`src/design/grr_pkg.sv`:
```
// Shared types, widths, codes and defaults for the glyph row renderer.
// No dependencies; every other design file but grr_ram refers to this package by scope.
package grr_pkg;

  // Default values of the top level parameters
  localparam int MAX_GLYPH_ROWS_DEF = 16;
  localparam int MAX_ROW_BYTES_DEF  = 2;
  localparam int FONT_BYTES_DEF     = 8192;

  // Field widths
  localparam int CMD_W      = 2;
  localparam int CODE_W     = 8;
  localparam int POS_W      = 12;
  localparam int FADDR_W    = 13;
  localparam int FBYTE_W    = 8;
  localparam int ROWY_W     = 13;
  localparam int BITS_W     = 16;
  localparam int CNT_W      = 5;
  localparam int COLOR_W    = 32;
  localparam int DIRTY_W    = 13;
  localparam int DIM_W      = 5;
  localparam int APB_ADDR_W = 4;
  localparam int APB_DATA_W = 32;

  // Command codes
  localparam logic [CMD_W-1:0] CMD_LOAD  = 2'd0;
  localparam logic [CMD_W-1:0] CMD_DRAW  = 2'd1;
  localparam logic [CMD_W-1:0] CMD_CLEAR = 2'd2;

  // Register indexes (word address)
  localparam logic [1:0] REG_GLYPH_WIDTH  = 2'd0;
  localparam logic [1:0] REG_GLYPH_HEIGHT = 2'd1;
  localparam logic [1:0] REG_INK_COLOR    = 2'd2;
  localparam logic [1:0] REG_PAPER_COLOR  = 2'd3;

  // Register reset values
  localparam logic [DIM_W-1:0]   GLYPH_WIDTH_RST  = 5'd8;
  localparam logic [DIM_W-1:0]   GLYPH_HEIGHT_RST = 5'd8;
  localparam logic [COLOR_W-1:0] INK_COLOR_RST    = 32'hFFFF_FFFF;
  localparam logic [COLOR_W-1:0] PAPER_COLOR_RST  = 32'h0000_0000;

  // A lone character with this code draws the underline cursor
  localparam logic [CODE_W-1:0] CURSOR_CODE = 8'd255;

  typedef struct packed {
    logic [DIM_W-1:0]   glyph_width;
    logic [DIM_W-1:0]   glyph_height;
    logic [COLOR_W-1:0] ink_color;
    logic [COLOR_W-1:0] paper_color;
  } cfg_t;

  // Controller to datapath
  typedef struct packed {
    logic in_ready;
    logic latch_load;
    logic latch_draw;
    logic clear_dirty;
    logic mul;
    logic red_step;
    logic ram_we;
    logic ram_re;
    logic acc;
    logic emit_row;
    logic emit_cursor;
  } ctrl_cmd_t;

  // Datapath to controller
  typedef struct packed {
    logic             in_valid;
    logic [CMD_W-1:0] in_cmd;
    logic             in_cursor;
    logic             red_done;
    logic             byte_last;
    logic             row_last;
    logic             out_free;
  } ctrl_sts_t;

endpackage

```
`src/design/grr_cfg.sv`:
```
// APB-style configuration registers: glyph size and the two colors.
// Depends on grr_pkg for register indexes, reset values and cfg_t.
module grr_cfg (
  input  logic                               clk_i,
  input  logic                               rst_ni,
  input  logic                               psel,
  input  logic                               penable,
  input  logic                               pwrite,
  input  logic [grr_pkg::APB_ADDR_W-1:0]     paddr,
  input  logic [grr_pkg::APB_DATA_W-1:0]     pwdata,
  output logic [grr_pkg::APB_DATA_W-1:0]     prdata,
  output logic                               pready,
  output grr_pkg::cfg_t                      cfg_o
);

  grr_pkg::cfg_t cfg_q, cfg_d;
  logic          wr_en;
  logic [1:0]    idx;

  assign pready = 1'b1;
  assign wr_en  = psel & penable & pwrite;
  assign idx    = paddr[3:2];

  // Register write decode
  always_comb begin
    cfg_d = cfg_q;
    if (wr_en) begin
      unique case (idx)
        grr_pkg::REG_GLYPH_WIDTH:  cfg_d.glyph_width  = pwdata[grr_pkg::DIM_W-1:0];
        grr_pkg::REG_GLYPH_HEIGHT: cfg_d.glyph_height = pwdata[grr_pkg::DIM_W-1:0];
        grr_pkg::REG_INK_COLOR:    cfg_d.ink_color    = pwdata;
        grr_pkg::REG_PAPER_COLOR:  cfg_d.paper_color  = pwdata;
        default:                   cfg_d = cfg_q;
      endcase
    end
  end

  always_ff @(posedge clk_i or negedge rst_ni) begin
    if (!rst_ni) begin
      cfg_q.glyph_width  <= grr_pkg::GLYPH_WIDTH_RST;
      cfg_q.glyph_height <= grr_pkg::GLYPH_HEIGHT_RST;
      cfg_q.ink_color    <= grr_pkg::INK_COLOR_RST;
      cfg_q.paper_color  <= grr_pkg::PAPER_COLOR_RST;
    end else begin
      cfg_q <= cfg_d;
    end
  end

  // Read mux
  always_comb begin
    unique case (idx)
      grr_pkg::REG_GLYPH_WIDTH:  prdata = grr_pkg::APB_DATA_W'(cfg_q.glyph_width);
      grr_pkg::REG_GLYPH_HEIGHT: prdata = grr_pkg::APB_DATA_W'(cfg_q.glyph_height);
      grr_pkg::REG_INK_COLOR:    prdata = cfg_q.ink_color;
      grr_pkg::REG_PAPER_COLOR:  prdata = cfg_q.paper_color;
      default:                   prdata = '0;
    endcase
  end

  assign cfg_o = cfg_q;

endmodule

```
`config.mk`:
```
export PLATFORM = sky130hd
export DESIGN_NAME = grr_cfg
export DESIGN_NICKNAME = d
export VERILOG_FILES = /design/src/design/grr_pkg.sv /design/src/design/grr_cfg.sv
export SDC_FILE = /design/constraint.sdc
export NUM_CORES = 1
export LEC_CHECK = 0
export BUFFER_PORTS_ARGS = -buffer_cell sky130_fd_sc_hd__buf_2
export CORE_MARGIN = 1.5
export CORE_UTILIZATION = 25
export CTS_BUF_LIST = sky130_fd_sc_hd__clkbuf_8
export CTS_CLUSTER_DIAMETER = 50
export CTS_CLUSTER_SIZE = 12
export DETAILED_ROUTE_END_ITERATION = 16
export PLACE_DENSITY = 0.58
export SLEW_MARGIN = 20
export SYNTH_ARGS = -nofsm -noshare
export SYNTH_HDL_FRONTEND = slang
export SYNTH_SLANG_ARGS = --single-unit
```
`constraint.sdc`:
```
create_clock -name clk_i -period 1.1 [get_ports clk_i]
set_input_delay 0.055 -clock clk_i [delete_from_list [all_inputs] [get_ports clk_i]]
set_output_delay 0.055 -clock clk_i [all_outputs]
set_load 0.005 [all_outputs]
```
Yosys cells after proc, flatten, opt, wreduce, memory -nomap -nowiden
Index checks and enable logic that the tools add are counted.
{"block": "totals", "register_bits": 74, "input_bits": 41}
{"block": "op_classes", "mux": 1, "eq_ne": 3, "n_reduce_logical": 5, "bitwise_logic": 2}
{"op": "$pmux W32 S4", "count": 1}
{"op": "$reduce_and A2 Y1", "count": 4}
{"op": "$eq A2 B2 Y1 const B", "count": 2}
{"op": "$and A1 B1 Y1", "count": 2}
{"op": "$eq A2 B1 Y1 const B", "count": 1}
{"op": "$logic_not A2 Y1", "count": 1}

Depth between registers and ports, before layout
{"block": "logic_depth", "ltp_word": 3, "depth_mapped": 5}

Worst setup path after synthesis
OpenSTA, ideal clock, no wires.
{"block": "synth_path", "path_type": "input to register", "start": "input port pwrite", "end": "register cfg_q, in the netlist cfg_o[10]", "path_slack_ns": 0.024, "setup_ns": 0.125, "path_buffers": 1, "arrival_ns": 0.952, "path_stages": 4, "required_ns": 0.975, "path_cell_list": "and3_1 nand3_1 buf_2 mux2_2"}
{"block": "synth_between", "elab_chain_len": 2}
{"item": "start, declared", "line": "grr_cfg.sv:8", "rtl": "input logic pwrite,"}
{"item": "$and A1 B1 Y1", "line": "grr_cfg.sv:21", "rtl": "assign wr_en = psel & penable & pwrite;"}
{"item": "$reduce_and A2 Y1 (no source line)"}
{"item": "end signal, assigned", "line": "grr_cfg.sv:45", "rtl": "cfg_q <= cfg_d;"}
{"item": "end, declared", "line": "grr_cfg.sv:16", "rtl": "grr_pkg::cfg_t cfg_q, cfg_d;"}
Every way passes these cells.
A chain may end at the register's enable or synchronous reset.

Final worst setup path
{"block": "layout_path", "start": "register cfg_q, in the netlist cfg_o[1]", "end": "output port prdata[1] (netlist name)"}
{"block": "layout_between", "elab_chain_len": 1}
{"item": "$pmux W32 S4", "line": "grr_cfg.sv:51", "rtl": "unique case (idx)"}
{"item": "end, declared", "line": "grr_cfg.sv:11", "rtl": "output logic [grr_pkg::APB_DATA_W-1:0] prdata,"}
Every way passes these cells.

==> flow_summary.json <==
{
  "numPlacedInstances": 551,
  "insertion_delay_ns": 0.36,
  "cts_buffer_depth": 2,
  "critPathCaptureType": "primary output",
  "violations": "setup timing",
  "postRouteAntennaNets": 0,
  "cts_root_buffer": "sky130_fd_sc_hd__clkbuf_8",
  "ff2ff_path_depth": 3,
  "result_of_the_run": "complete, but fails checks",
  "report.final.setup_viol": 57,
  "critical_path_peak_fanout": 2,
  "cts_tree": "built",
  "post_route_cells_drive_above_1_share": 0.7204,
  "worstPathRequired_ns": 1.04,
  "worst_path_dominant_cell_family": "multiplexers",
  "worstPathCellList": "mux4_2 -> buf_2",
  "grt_max_degree": 75,
  "crit_path_category": "reg2out",
  "min-delay-path-class": "in2async",
  "synth.avg_cell_area_um2": 15.48,
  "sequential_cell_area_um2": 1894,
  "largest_register_ffs": 74,
  "count_of_final_hold_check_violations": 0,
  "num_vias": 2708,
  "power_frac_seq": 0.406,
  "port_buffers": 144,
  "fin_tns_setup_ns": -6.765,
  "ys_seq_elements": 74,
  "clkSinkCount": 74,
  "rsz_0062_raised_after_global_routing": "true",
  "die_width_um": 122.1,
  "grt_overflow": 0,
  "initial_antenna_violation_count": 0,
  "leakage_nw": 2.796,
  "post_drt_via_cell_ratio": 4.198,
  "yosysWarnings": 0,
  "timing.critical_path.slowest_stage_cell": "sky130_fd_sc_hd__mux4_2",
  "first_global_vias": 2794,
  "cts_buffers": 9,
  "grt.total_usage": 0.1297,
  "multi_input_gate_area_um2": 1548,
  "drc_errors": 0,
  "gp_routability_congestion": 0.6745,
  "final_min_period_over_clock_period": 1.281,
  "final.min_clock_period_ns": 1.409,
  "ir_drop_mv": 0.9960,
  "critPathBufInv": 1,
  "powerDensity_nw_per_um2": 1737,
  "hpwl_mm": 6.007,
  "syn-num-nets": 270,
  "num_io_pins": 148,
  "endpoint_of_the_most_critical_register_to_register_path": "cfg_o[65]",
  "slowest_delay_ns": 0.46,
  "final-max-slew-violation-count": 0,
  "grt_first_pass_wirelength_mm": 14.63,
  "clock_skew_ns": 0,
  "dr.pass1.iters": 4,
  "placement_rows": 43,
  "power_frac_comb": 0.360,
  "post_layout_nets": 501,
  "internal_power_mw": 7.338,
  "die_height_um": 122.1,
  "syn_to_final_growth_pct": 63.22,
  "yosysSeqAreaShare": 0.5344,
  "syn-cell-area_um2": 3545,
  "power.share.switching": 0.2700,
  "initial_core_util": 0.2554,
  "final_cell_count_no_fill": 645,
  "power.clock.fraction": 0.234,
  "cap_viol_max_count": 0,
  "htreeDepth": 3,
  "max_clock_freq_ghz": 0.7095,
  "cell_count_after_synthesis": 229,
  "die_footprint_um2": 14900,
  "postLayoutSetupSlackWorst_ns": -0.3094,
  "drt-initial-drc-count": 70,
  "critPathArrivalTime_ns": 1.35,
  "ys_types": 17,
  "reg2reg_from": "cfg_o[65]",
  "path_clk_slew_ns": 0.08,
  "wl_per_cell_um": 14.64,
  "r2r_setup_slack_ns": 0.11,
  "crit_path_start_kind": "flip-flop",
  "core_um2": 13880,
  "fillCellCount": 1283,
  "finalWirelength_mm": 9.446,
  "total_switching_power_mw": 2.714,
  "num_antenna_cells": 0
}
## cells in the mapped netlist (all sizes together)
cell / count / area (um^2)
nor3b: 1 / 12.51
dfstp: 34 / 893.4
conb: 1 / 3.750
clkbuf: 3 / 11.26
dfrtp: 40 / 1001
buf: 13 / 97.59
mux2i: 27 / 270.3
mux2: 74 / 945.9
nand3: 1 / 5.000
nand3b: 1 / 7.510
mux4: 5 / 112.6
and3: 1 / 6.260
and3b: 1 / 8.760
nor2b: 27 / 168.9
## worst register-to-register path: cells and delay by family (launching register included)
kind / cells / cell delay, ns
buffers and inverters: 2 / 0.24
muxes: 1 / 0.25
DFF: 1 / 0.40
## logic make-up after synthesis
family                 after synthesis  share of synthesized area
AND/OR/NAND/NOR                     32                    0.05895
buffers and inverters               16                    0.03071
other                                1                   0.001058
flip-flops                          74                     0.5344
multiplexers                       106                     0.3749
## final cells by class
cell class | count | share of cell area
clock buffers | 9 | 0.02141
clock inverters | 7 | 0.01622
multi-input cells | 139 | 0.2675
flip-flops and latches | 74 | 0.3274
well taps | 180 | 0.03893
repair buffers | 236 | 0.3285
## worst max-delay path by stage
stage	to	cells after the start	slack [ns]	startpoint
floorplan	cfg_o[10]	4	0.02	pwrite
global placement	cfg_o[61]	5	-0.15	pwrite
detailed placement	cfg_o[61]	5	-0.18	pwrite
CTS	prdata[4]	2	-0.34	cfg_o[4]
global route	prdata[0]	2	-0.38	cfg_o[0]
finish	prdata[1]	2	-0.31	cfg_o[1]
## metrics by stage
step	hold WS [ns]	power, mW	util	area [um^2]	setup WS [ns]
CTS	0.2343	9.923	0.4070	5649	-0.3403
global placement	0.09559	6.405	0.3293	4571	-0.1494
finish	0.2504	10.05	0.4168	5786	-0.3094
floorplan	-0.2406	5.236	-	3545	0.02378
global route	0.2417	10.68	0.4168	5786	-0.3804
detailed placement	0.1043	6.463	0.3293	4571	-0.1813
## power groups by stage
stage | Sequential, mW | Combinational [mW] | Clock, mW
floorplan | 4.09 | 1.15 | 0
finish | 4.08 | 3.62 | 2.35
global route | 4.17 | 3.94 | 2.57
global placement | 4.09 | 2.32 | 0
CTS | 4.05 | 3.41 | 2.46
detailed placement | 4.11 | 2.36 | 0
## per-layer routing
layer | part of all wire | track usage
met4 | 0.010 | 0.03779
met3 | 0.053 | 0.04401
met5 | 0 | 0
met2 | 0.49 | 0.2135
met1 | 0.45 | 0.1614
## cells in the final DEF (no fill, tap or decap)
cell	instances
sky130_fd_sc_hd__mux4_2	5
sky130_fd_sc_hd__buf_6	65
sky130_fd_sc_hd__nand3b_1	1
sky130_fd_sc_hd__clkbuf_8	9
sky130_fd_sc_hd__clkinv_2	2
sky130_fd_sc_hd__conb_1	1
sky130_fd_sc_hd__clkinvlp_4	2
sky130_fd_sc_hd__bufinv_16	2
sky130_fd_sc_hd__mux2_2	44
sky130_fd_sc_hd__buf_2	109
sky130_fd_sc_hd__buf_4	23
sky130_fd_sc_hd__dfrtp_1	40
sky130_fd_sc_hd__buf_12	6
sky130_fd_sc_hd__mux2i_1	27
sky130_fd_sc_hd__clkinv_4	1
sky130_fd_sc_hd__dfstp_2	34
sky130_fd_sc_hd__mux2_4	30
sky130_fd_sc_hd__and3_1	1
sky130_fd_sc_hd__dlygate4sd3_1	33
sky130_fd_sc_hd__nand3_2	1
sky130_fd_sc_hd__nor2b_1	27
sky130_fd_sc_hd__nor3b_2	1
sky130_fd_sc_hd__and3b_2	1
## timing repair
| item | CTS | global route |
|---|---|---|
| endpoints found under the setup margin | 63 | 73 |
| gates cloned | 0 | 0 |
| endpoints found under the hold margin | 123 | 0 |
| resized for setup | 48 | 32 |
| setup buffers | 38 | 24 |
| hold buffers | 33 | 0 |
Note: power is estimated with default switching activity, not from simulation.
