### config.mk
export PLATFORM = sky130hd
export DESIGN_NAME = grr_ctrl
export DESIGN_NICKNAME = d
export VERILOG_FILES = /design/src/design/grr_pkg.sv /design/src/design/grr_ctrl.sv
export SDC_FILE = /design/constraint.sdc
export NUM_CORES = 1
export LEC_CHECK = 0
export ABC_AREA = 1
export BUFFER_PORTS_ARGS = -buffer_cell sky130_fd_sc_hd__buf_4
export CAP_MARGIN = 10
export CORE_AREA = 5 5 42 44
export CTS_CLUSTER_SIZE = 20
export DETAILED_ROUTE_END_ITERATION = 7
export DIE_AREA = 0 0 47 49
export PLACE_DENSITY = 0.77
export SKIP_LAST_GASP = 1
export SLEW_MARGIN = 25
export SYNTH_ARGS = -nofsm -noshare
export SYNTH_HDL_FRONTEND = slang
export SYNTH_SLANG_ARGS = --single-unit
### constraint.sdc
create_clock -name clk_i -period 3.7 [get_ports clk_i]
set_clock_uncertainty 0.2 [all_clocks]
set_input_delay 0.185 -clock clk_i [delete_from_list [all_inputs] [get_ports clk_i]]
set_output_delay 0.185 -clock clk_i [all_outputs]
set_load 0.01 [all_outputs]
### src/design/grr_pkg.sv
// Shared types, widths, codes and defaults for the glyph row renderer.
// No dependencies; every other design file but grr_ram refers to this package by scope.
package grr_pkg;

  // Default values of the top level parameters
  localparam int MAX_GLYPH_ROWS_DEF = 16;
  localparam int MAX_ROW_BYTES_DEF  = 2;
  localparam int FONT_BYTES_DEF     = 8192;

  // Field widths
  localparam int CMD_W      = 2;
  localparam int CODE_W     = 8;
  localparam int POS_W      = 12;
  localparam int FADDR_W    = 13;
  localparam int FBYTE_W    = 8;
  localparam int ROWY_W     = 13;
  localparam int BITS_W     = 16;
  localparam int CNT_W      = 5;
  localparam int COLOR_W    = 32;
  localparam int DIRTY_W    = 13;
  localparam int DIM_W      = 5;
  localparam int APB_ADDR_W = 4;
  localparam int APB_DATA_W = 32;

  // Command codes
  localparam logic [CMD_W-1:0] CMD_LOAD  = 2'd0;
  localparam logic [CMD_W-1:0] CMD_DRAW  = 2'd1;
  localparam logic [CMD_W-1:0] CMD_CLEAR = 2'd2;

  // Register indexes (word address)
  localparam logic [1:0] REG_GLYPH_WIDTH  = 2'd0;
  localparam logic [1:0] REG_GLYPH_HEIGHT = 2'd1;
  localparam logic [1:0] REG_INK_COLOR    = 2'd2;
  localparam logic [1:0] REG_PAPER_COLOR  = 2'd3;

  // Register reset values
  localparam logic [DIM_W-1:0]   GLYPH_WIDTH_RST  = 5'd8;
  localparam logic [DIM_W-1:0]   GLYPH_HEIGHT_RST = 5'd8;
  localparam logic [COLOR_W-1:0] INK_COLOR_RST    = 32'hFFFF_FFFF;
  localparam logic [COLOR_W-1:0] PAPER_COLOR_RST  = 32'h0000_0000;

  // A lone character with this code draws the underline cursor
  localparam logic [CODE_W-1:0] CURSOR_CODE = 8'd255;

  typedef struct packed {
    logic [DIM_W-1:0]   glyph_width;
    logic [DIM_W-1:0]   glyph_height;
    logic [COLOR_W-1:0] ink_color;
    logic [COLOR_W-1:0] paper_color;
  } cfg_t;

  // Controller to datapath
  typedef struct packed {
    logic in_ready;
    logic latch_load;
    logic latch_draw;
    logic clear_dirty;
    logic mul;
    logic red_step;
    logic ram_we;
    logic ram_re;
    logic acc;
    logic emit_row;
    logic emit_cursor;
  } ctrl_cmd_t;

  // Datapath to controller
  typedef struct packed {
    logic             in_valid;
    logic [CMD_W-1:0] in_cmd;
    logic             in_cursor;
    logic             red_done;
    logic             byte_last;
    logic             row_last;
    logic             out_free;
  } ctrl_sts_t;

endpackage

### src/design/grr_ctrl.sv
// Sequencer of the glyph row renderer: steps loads, draws and cursors.
// Depends on grr_pkg for command codes and the command/status structs.
module grr_ctrl (
  input  logic                clk_i,
  input  logic                rst_ni,
  input  grr_pkg::ctrl_sts_t  sts_i,
  output grr_pkg::ctrl_cmd_t  cmd_o
);

  typedef enum logic [7:0] {
    S_IDLE   = 8'b0000_0001,
    S_MUL    = 8'b0000_0010,
    S_RED    = 8'b0000_0100,
    S_WRITE  = 8'b0000_1000,
    S_READ   = 8'b0001_0000,
    S_ACC    = 8'b0010_0000,
    S_EMIT   = 8'b0100_0000,
    S_CURSOR = 8'b1000_0000
  } state_e;

  state_e state_q, state_d;
  logic   is_load_q, is_load_d;

  // Next state and command decode
  always_comb begin
    state_d   = state_q;
    is_load_d = is_load_q;
    cmd_o     = '0;
    unique case (state_q)
      S_IDLE: begin
        cmd_o.in_ready = 1'b1;
        if (sts_i.in_valid) begin
          unique case (sts_i.in_cmd)
            grr_pkg::CMD_LOAD: begin
              cmd_o.latch_load = 1'b1;
              is_load_d        = 1'b1;
              state_d          = S_RED;
            end
            grr_pkg::CMD_DRAW: begin
              cmd_o.latch_draw = 1'b1;
              is_load_d        = 1'b0;
              state_d          = sts_i.in_cursor ? S_CURSOR : S_MUL;
            end
            grr_pkg::CMD_CLEAR: begin
              cmd_o.clear_dirty = 1'b1;
            end
            default: ;
          endcase
        end
      end
      S_MUL: begin
        cmd_o.mul = 1'b1;
        state_d   = S_RED;
      end
      S_RED: begin
        cmd_o.red_step = 1'b1;
        if (sts_i.red_done) begin
          state_d = is_load_q ? S_WRITE : S_READ;
        end
      end
      S_WRITE: begin
        cmd_o.ram_we = 1'b1;
        state_d      = S_IDLE;
      end
      S_READ: begin
        cmd_o.ram_re = 1'b1;
        state_d      = S_ACC;
      end
      S_ACC: begin
        cmd_o.acc = 1'b1;
        state_d   = sts_i.byte_last ? S_EMIT : S_READ;
      end
      S_EMIT: begin
        if (sts_i.out_free) begin
          cmd_o.emit_row = 1'b1;
          state_d        = sts_i.row_last ? S_IDLE : S_READ;
        end
      end
      S_CURSOR: begin
        if (sts_i.out_free) begin
          cmd_o.emit_cursor = 1'b1;
          state_d           = S_IDLE;
        end
      end
      default: state_d = S_IDLE;
    endcase
  end

  always_ff @(posedge clk_i or negedge rst_ni) begin
    if (!rst_ni) begin
      state_q   <= S_IDLE;
      is_load_q <= 1'b0;
    end else begin
      state_q   <= state_d;
      is_load_q <= is_load_d;
    end
  end

endmodule

# Word level (Yosys, flattened, before mapping)

Cells that the tools add are included.

Register bits: 9
Memories: 0
Input bits: 10
Bits in latches: 0
Bits in writable memories: 0
ROM bits: 0
Output and inout port bits: 11

Multipliers: 0
Equal/unequal tests: 15
Div/mod/pow operators: 0
Add/sub/neg operators: 0
Reductions and logical operators: 4
Muxes and demuxes: 24
Bitwise logic cells: 0
Shift-type cells: 0
Order comparisons: 0

Operators by type and width:

| operator                                      | count |
|---|---|
| one-hot mux 8 bit (7 select lines)            | 1 |
| two-way mux 8 bit                             | 5 |
| one-hot mux 8 bit (2 select lines)            | 1 |
| two-way mux 1 bit                             | 11 |
| two-way mux 5 bit                             | 2 |
| == test 8 x 1 -> 1 bit, second input constant | 1 |
| == test 8 x 2 -> 1 bit, second input constant | 1 |
| == test 8 x 3 -> 1 bit, second input constant | 1 |
| == test 8 x 4 -> 1 bit, second input constant | 1 |
| == test 8 x 5 -> 1 bit, second input constant | 1 |
| == test 8 x 6 -> 1 bit, second input constant | 1 |
| == test 8 x 7 -> 1 bit, second input constant | 1 |
| == test 8 bit, second input constant          | 1 |
| != test 2 bit, second input constant          | 4 |
| two-way mux 7 bit                             | 1 |
| AND reduction 5 bit                           | 1 |
| two-way mux 4 bit                             | 1 |
| two-way mux 3 bit                             | 1 |
| != test 3 x 1 -> 1 bit, second input constant | 1 |
| AND reduction 3 bit                           | 1 |
| == test 2 x 1 -> 1 bit, second input constant | 1 |
| == test 2 bit, second input constant          | 1 |
| zero test 2 bit                               | 1 |
| one-hot mux 1 bit (2 select lines)            | 1 |
| nonzero test 2 bit                            | 1 |

# Longest topological paths before layout

Gate-level depths: netlist of the first run.

Depth in word-level cells: 4
Gate-level depth with buffers: 10
Gate-level depth less buffers: 10

# Least setup slack after synthesis of the first run

Ideal clock, no wire load.

Kind: register to output
From: register state_q[0]
To: output port cmd_o[7] (netlist name)
Path slack: 2079 ps
Cell stages (with the launch flop): 7
Buffers on the path: 0
Arrival time: 1236 ps
Cells stage by stage: dfstp_2 > inv_1 > nor2_1 > nand2_1 > nor2_8 > inv_2 > nor3_1

RTL lines:

| what                   | line           | source |
|---|---|---|
| start, declared        | grr_ctrl.sv:21 | `state_e state_q, state_d;` |
| start signal, assigned | grr_ctrl.sv:94 | `state_q <= state_d;` |
| end, declared          | grr_ctrl.sv:7  | `output grr_pkg::ctrl_cmd_t cmd_o` |

==> results of run 1 <==
[kinds of logic after synthesis]
family | Yosys count | synth area share
flip-flops | 9 | 0.3474
buffers and inverters | 13 | 0.07486
AO/OA/AOI/OAI | 5 | 0.04222
AND/OR/NAND/NOR | 65 | 0.5355
[worst max-delay path, cell delays in order, from the launching register on]
cell     delay, ps
dfrtp_1        420
nor2_2         210
nand2_4        140
nor2_8         190
nand3_1        110
nor2_1         140
buf_4          140
[synth_stat cells]
library cell  count  area (um^2)
nor2_1           23        86.33
nand2_1          18        67.56
inv_1            10        37.54
dfrtp_1           8        200.2
nand3_1           6        30.03
nand2_4           5        56.30
nor2_2            4        25.02
nor3_1            4        20.02
inv_2             3        11.26
a21oi_1           2        10.01
nor2_8            2        40.04
dfstp_2           1        26.28
nand2_2           1        6.260
nand4_1           1        6.260
nor2_4            1        11.26
o21ai_0           1        5.000
o21ai_1           1        5.000
o21bai_1          1        7.510
[worst max-delay path by stage]
stage	start	endpoint	slack [ps]	cells past startpoint
final	state_q[6]	cmd_o[8]	1710	6
after CTS	state_q[6]	cmd_o[8]	1690	6
after floorplan	state_q[0]	cmd_o[7]	2080	6
after global routing	state_q[6]	cmd_o[8]	1550	6
after detailed placement	state_q[6]	cmd_o[8]	1990	6
after global placement	state_q[0]	cmd_o[8]	2020	7
[state kept, by name (all words and copies together) (netlist names)]
name,cells
is_load_q,1
state_q,8
[metal layers]
metal,vias to the layer above,part of all wire
met4,0,0.018
met1,284,0.43
li1,336,-
met5,-,0
met2,16,0.50
met3,5,0.055
[cell type report]
cell class              instances  area [um^2]
fillers                       131        523.0
multi-input cells              70        376.6
flip-flops and latches          9        226.5
repair buffers                 23        180.2
inverters                      13        48.80
clock buffers                   4        26.28
well taps                      16        20.02
[per-stage QoR]
| step | power, W | setup slack (ps) | instance area, um^2 | hold WS, ps | std cells |
|---|---|---|---|---|---|
| finish | 0.0005091 | 1707 | 878.3 | 12.84 | 135 |
| detailed placement | 0.0004307 | 1987 | 822.0 | -186.7 | 128 |
| CTS | 0.0005109 | 1686 | 878.3 | 14.21 | 135 |
| floorplan | 0.0003610 | 2079 | 651.9 | -310.6 | 92 |
| global placement | 0.0004289 | 2021 | 822.0 | -187.3 | 128 |
| global route | 0.0005572 | 1545 | 878.3 | 26.98 | 135 |
[power groups by stage]
stage	Sequential, W	Combinational, W	Clock [W]
after floorplan	0.000139	0.000222	0
after global placement	0.000141	0.000288	0
after detailed placement	0.000141	0.000289	0
after CTS	0.000140	0.000293	0.0000782
after global routing	0.000141	0.000330	0.0000857
final	0.000140	0.000291	0.0000784
==> run summary, run 1 <==
Worst Hold Launch = sts_i[0]
Post-DRT Antenna Nets = 0
clk slew on worst S/H paths = 60 ps
Hold Crit Class = in2reg
total gr overflow = 0
Cell Int Power = 0.0002730 W
TritonCTS clock tree = built
vias per inst = 4.748
Hold Path Cell Cnt = 3
number of hold buffers added after CTS = 3
Max Slew Vio Count = 0
Yosys cell types = 18
Seq/Total Area, Yosys = 0.3474
Num Clock Sinks = 9
Nets = 130
Vias = 641
Max clock buf depth = 2
max_slew headroom = 0.8663
core area = 1401 um^2
reg-to-reg slack, setup = 2110 ps
first-pass GRT wire length = 2477 um
Hold Path End = state_q[7]
final setup violation count = 0
RSZ-0062 raised after global routing = false
Final Hold Vio Count = 0
worst reg2reg path startpoint = state_q[3]
reg-to-reg endpoint = state_q[7]
most common cell after layout, fill and taps aside = nor2_1
Inserted Clock Buffers = 3
Antenna Cells = 0
Initial Util = 0.4652
Area Growth Syn to Fin = 34.74%
Flop pwr share = 0.274
Max-cap violations = 0
total die area = 2303 um^2
pin count of the biggest net entering global routing = 10
crit path max fanout = 7
vias in the first global route = 595
Resized cells post-CTS = 0
GRT Max-Usage Layer = met2
syn nets = 102
switch share = 0.4638
setup bufs post-CTS = 0
met2 Use GR = 0.2308
synthesized cell area = 651.9 um^2
met1 usage = 0.1828
worst vdd ir = 0.2789 mV
Leakage = 0.4633 nW
gr usage total = 0.1463
Detail Placement HPWL = 1150 um
initial antenna violation count = 0
Combinational Power Share = 0.572
Switch Pwr = 0.0002361 W
fin crit share = 0.5386
DIE WIDTH = 47 um
die height = 49 um
IO Pins = 21
CP required = 3310 ps
grt met3 use = 0.02952
Initial DRC Count = 16
router iterations before antenna repair = 4
critical path endpoint category = output port
R2R depth = 8
CP startpoint kind = flip-flop
status = finished clean
fmax = 0.5018 GHz
clock power share = 0.154
Setup TNS Final = 0 ps
H-tree depth = 1
syn_area_per_cell = 7.086 um^2
DRC = 0
row cnt = 14
most frequent cells in the layout = nor2_1, buf_4, nand2_1
Least-Margin Pin Slew = 200.3 ps
routed len/inst = 10.48 um
Critical Path AT = 1610 ps
crit path kind = reg2out
Routability Congestion = 0.7979
yosys warns = 0
instance count of the mapped netlist = 92
#FFs+latches synth = 9
port bufs = 20
Final min period = 1993 ps
Core Util, Final = 0.6268
drt total wl = 1415 um
root buffer cell = clkbuf_4
layout cells sized above 1 = 0.3361
clk_lat worst skew = 260 ps
total power per unit cell area = 579.6 nW/um^2
(Power assumes the default switching activity.)
==> run 2: changes to the inputs <==
--- a/config.mk
+++ b/config.mk
@@ -8,11 +8,11 @@
 export ABC_AREA = 1
 export BUFFER_PORTS_ARGS = -buffer_cell sky130_fd_sc_hd__buf_4
 export CAP_MARGIN = 10
-export CORE_AREA = 5 5 42 44
+export CORE_MARGIN = 5
+export CORE_UTILIZATION = 48
 export CTS_CLUSTER_SIZE = 20
 export DETAILED_ROUTE_END_ITERATION = 7
-export DIE_AREA = 0 0 47 49
-export PLACE_DENSITY = 0.77
+export PLACE_DENSITY = 0.76
 export SKIP_LAST_GASP = 1
 export SLEW_MARGIN = 25
 export SYNTH_ARGS = -nofsm -noshare
==> constraint.sdc (replaced) <==
create_clock -name clk_i -period 1.9 [get_ports clk_i]
set_clock_uncertainty 0.2 [all_clocks]
set_input_delay 0.095 -clock clk_i [delete_from_list [all_inputs] [get_ports clk_i]]
set_output_delay 0.095 -clock clk_i [all_outputs]
set_load 0.01 [all_outputs]
==> run 2 against run 1 <==
  * The flow now finishes with violations (hold timing)
  * Combinational power increased by 120%
  * Final cell count increased by 3.7%
  * Setup slack got worse by 1600 ps
  * Hold slack got worse by 15 ps
  * Clock-buffer cell count unchanged
  * Critical path type unchanged
  * Wire length increased by 24%
==> run summary, run 2 (synthesis results as in run 1) <==
status = complete, but fails checks (was finished clean)
failing checks = hold timing
Combinational Power Share = 0.607 (was 0.572)
router iterations before antenna repair = 3 (was 4)
cell with the largest stage delay on the worst path = dfstp_2 (was dfrtp_1)
WHS = -1.876 ps (was 12.84 ps)
Cell Int Power = 0.0005722 W (was 0.0002730 W)
critical path endpoint category = output port (unchanged)
DP Worst Slack = 283.1 ps (was 1987 ps)
max_slew headroom = 0.8524 (was 0.8663)
Largest regs = state_q: 8 flops, is_load_q: 1 flops (unchanged)
worst reg2reg path startpoint = state_q[0] (was state_q[3])
core area = 1285 um^2 (was 1401 um^2)
port bufs = 20 (unchanged)
Antenna Cells = 0 (unchanged)
CP top delay family = simple AND/OR/NAND/NOR gates (unchanged)
row cnt = 13 (was 14)
root buffer cell = clkbuf_4 (unchanged)
Final WS setup = 64.03 ps (was 1707 ps)
CP required = 1600 ps (was 3310 ps)
Inserted Clock Buffers = 3 (unchanged)
vias per inst = 4.914 (was 4.748)
CP bufs+invs = 2 (was 1)
Worst Hold Launch = sts_i[5] (was sts_i[0])
clk_lat worst skew = 260 ps (about the same)
total gr overflow = 0 (unchanged)
clock power share = 0.137 (was 0.154)
Initial Util = 0.5073 (was 0.4652)
drt total wl = 1760 um (was 1415 um)
RSZ-0062 raised after global routing = true (was false)
crit path max fanout = 3 (was 7)
Switch Pwr = 0.0005043 W (was 0.0002361 W)
Hold Crit Class = in2reg (unchanged)
Worst path most repeated cell = nor2_2
Area Growth Syn to Fin = 46.07% (was 34.74%)
Max Slew Vio Count = 0 (unchanged)
Nets = 136 (was 130)
fmax = 0.5447 GHz
CP startpoint = state_q[0] (was state_q[6])
Leakage = 0.4912 nW (was 0.4633 nW)
layout cells sized above 1 = 0.3600 (was 0.3361)
Routability Congestion = 0.7702 (was 0.7979)
DIE WIDTH = 46.85 um (was 47 um)
TritonCTS clock tree = built (unchanged)
DRC = 0 (unchanged)
flip-flop count of the largest register after layout = 8 (unchanged)
placed cell count = 127 (was 128)
Detail Placement HPWL = 1267 um (was 1150 um)
first-pass GRT wire length = 2980 um (was 2477 um)
Biggest register = state_q (unchanged)
H-tree depth = 1 (unchanged)
Max clock buf depth = 2 (unchanged)
Initial DRC Count = 2 (was 16)
Post-DRT Antenna Nets = 0 (unchanged)
Max-cap violations = 0 (unchanged)
Final Hold Vio Count = 1 (was 0)
CP max stage delay = 540 ps (was 420 ps)
die height = 46.85 um (was 49 um)
switch share = 0.4684 (was 0.4638)
fin area = 952.2 um^2 (was 878.3 um^2)
Vias = 688 (was 641)
CP startpoint kind = flip-flop (unchanged)
clk slew on worst S/H paths = 60 ps (about the same)
worst vdd ir = 0.7363 mV (was 0.2789 mV)
IO Pins = 21 (unchanged)
gr usage total = 0.1925 (was 0.1463)
Final min period = 1836 ps
fin crit share = 0.9663
Flop pwr share = 0.255 (was 0.274)
crit path kind = reg2out (unchanged)
vias in the first global route = 721 (was 595)
Num Clock Sinks = 9 (unchanged)
Setup TNS Final = 0 ps (unchanged)
final setup violation count = 0 (unchanged)
most frequent cells in the layout = nor2_1, buf_4, nand2_1 (unchanged)
Finished Layout Cells = 140 (was 135)
total power per unit cell area = 1131 nW/um^2 (was 579.6 nW/um^2)
pin count of the biggest net entering global routing = 10 (unchanged)
Least-Margin Pin Slew = 221.1 ps (was 200.3 ps)
routed len/inst = 12.57 um (was 10.48 um)
Critical Path AT = 1540 ps (was 1610 ps)
filler instances = 111 (was 131)
total die area = 2195 um^2 (was 2303 um^2)
Placed Area = 820.8 um^2 (was 822.0 um^2)
initial antenna violation count = 0 (unchanged)
worst-path cell chain = inv_1, nor2_2, nand2_2, nor2_8, nand3_1, nor2_2, buf_4 (was nor2_2, nand2_4, nor2_8, nand3_1, nor2_1, buf_4)
## run 2: worst min-delay path: cells and delay by family
kind	cells	cell delay, ps
AOI/OAI and AO/OA	1	60
buffers and inverters	2	140
and+or+nand+nor	1	110
## run 2: path summary, 6_finish.rpt
kind	slack, ps	cells past startpoint	to
worst min-delay path	-2	4	is_load_q
worst max-delay path	60	7	cmd_o[8]
max in group asynchronous	1270	2	state_q[0]
worst min register to register	330	2	state_q[3]
worst max register to register	180	10	state_q[7]
min in group asynchronous	10	2	state_q[7]
## run 2: repair_timing
action                                  CTS  global route
hold buffers                              8             0
setup buffers                             1             0
endpoints found under the hold margin    16             0
resized for setup                         1             4
endpoints found under the setup margin    1             3
pin swaps                                 1             0
## run 2: layer usage
layer,track usage,vias to the layer above,share of wire
met3,0.003831,2,0.037
met4,0.09945,0,0.016
met5,0,-,0
met1,0.2342,318,0.40
li1,-,349,-
met2,0.3442,19,0.54
## run 2: per-stage QoR
stage          total power (W)    util
2_1_floorplan        0.0007030       -
3_3_place_gp         0.0008432  0.6388
3_5_place_dp         0.0008558  0.6388
4_1_cts               0.001053  0.7313
5_1_grt               0.001159  0.7410
6_report              0.001077  0.7410
## run 2: final cells by class
class	instances	area [um^2]	area share
inverter	13	48.80	0.05125
tap	15	18.77	0.01971
sequential	9	226.5	0.2378
multi-input combinational	70	394.1	0.4139
timing repair buffer	29	237.7	0.2497
clock buffer	4	26.28	0.02760
## run 2: power by group through the flow
stage               sequential (W)  clock [W]  combinational (W)
floorplan                 0.000271          0           0.000432
global placement          0.000273          0           0.000570
detailed placement        0.000276          0           0.000579
CTS                       0.000274   0.000149           0.000629
global route              0.000283   0.000156           0.000720
finish                    0.000275   0.000148           0.000654
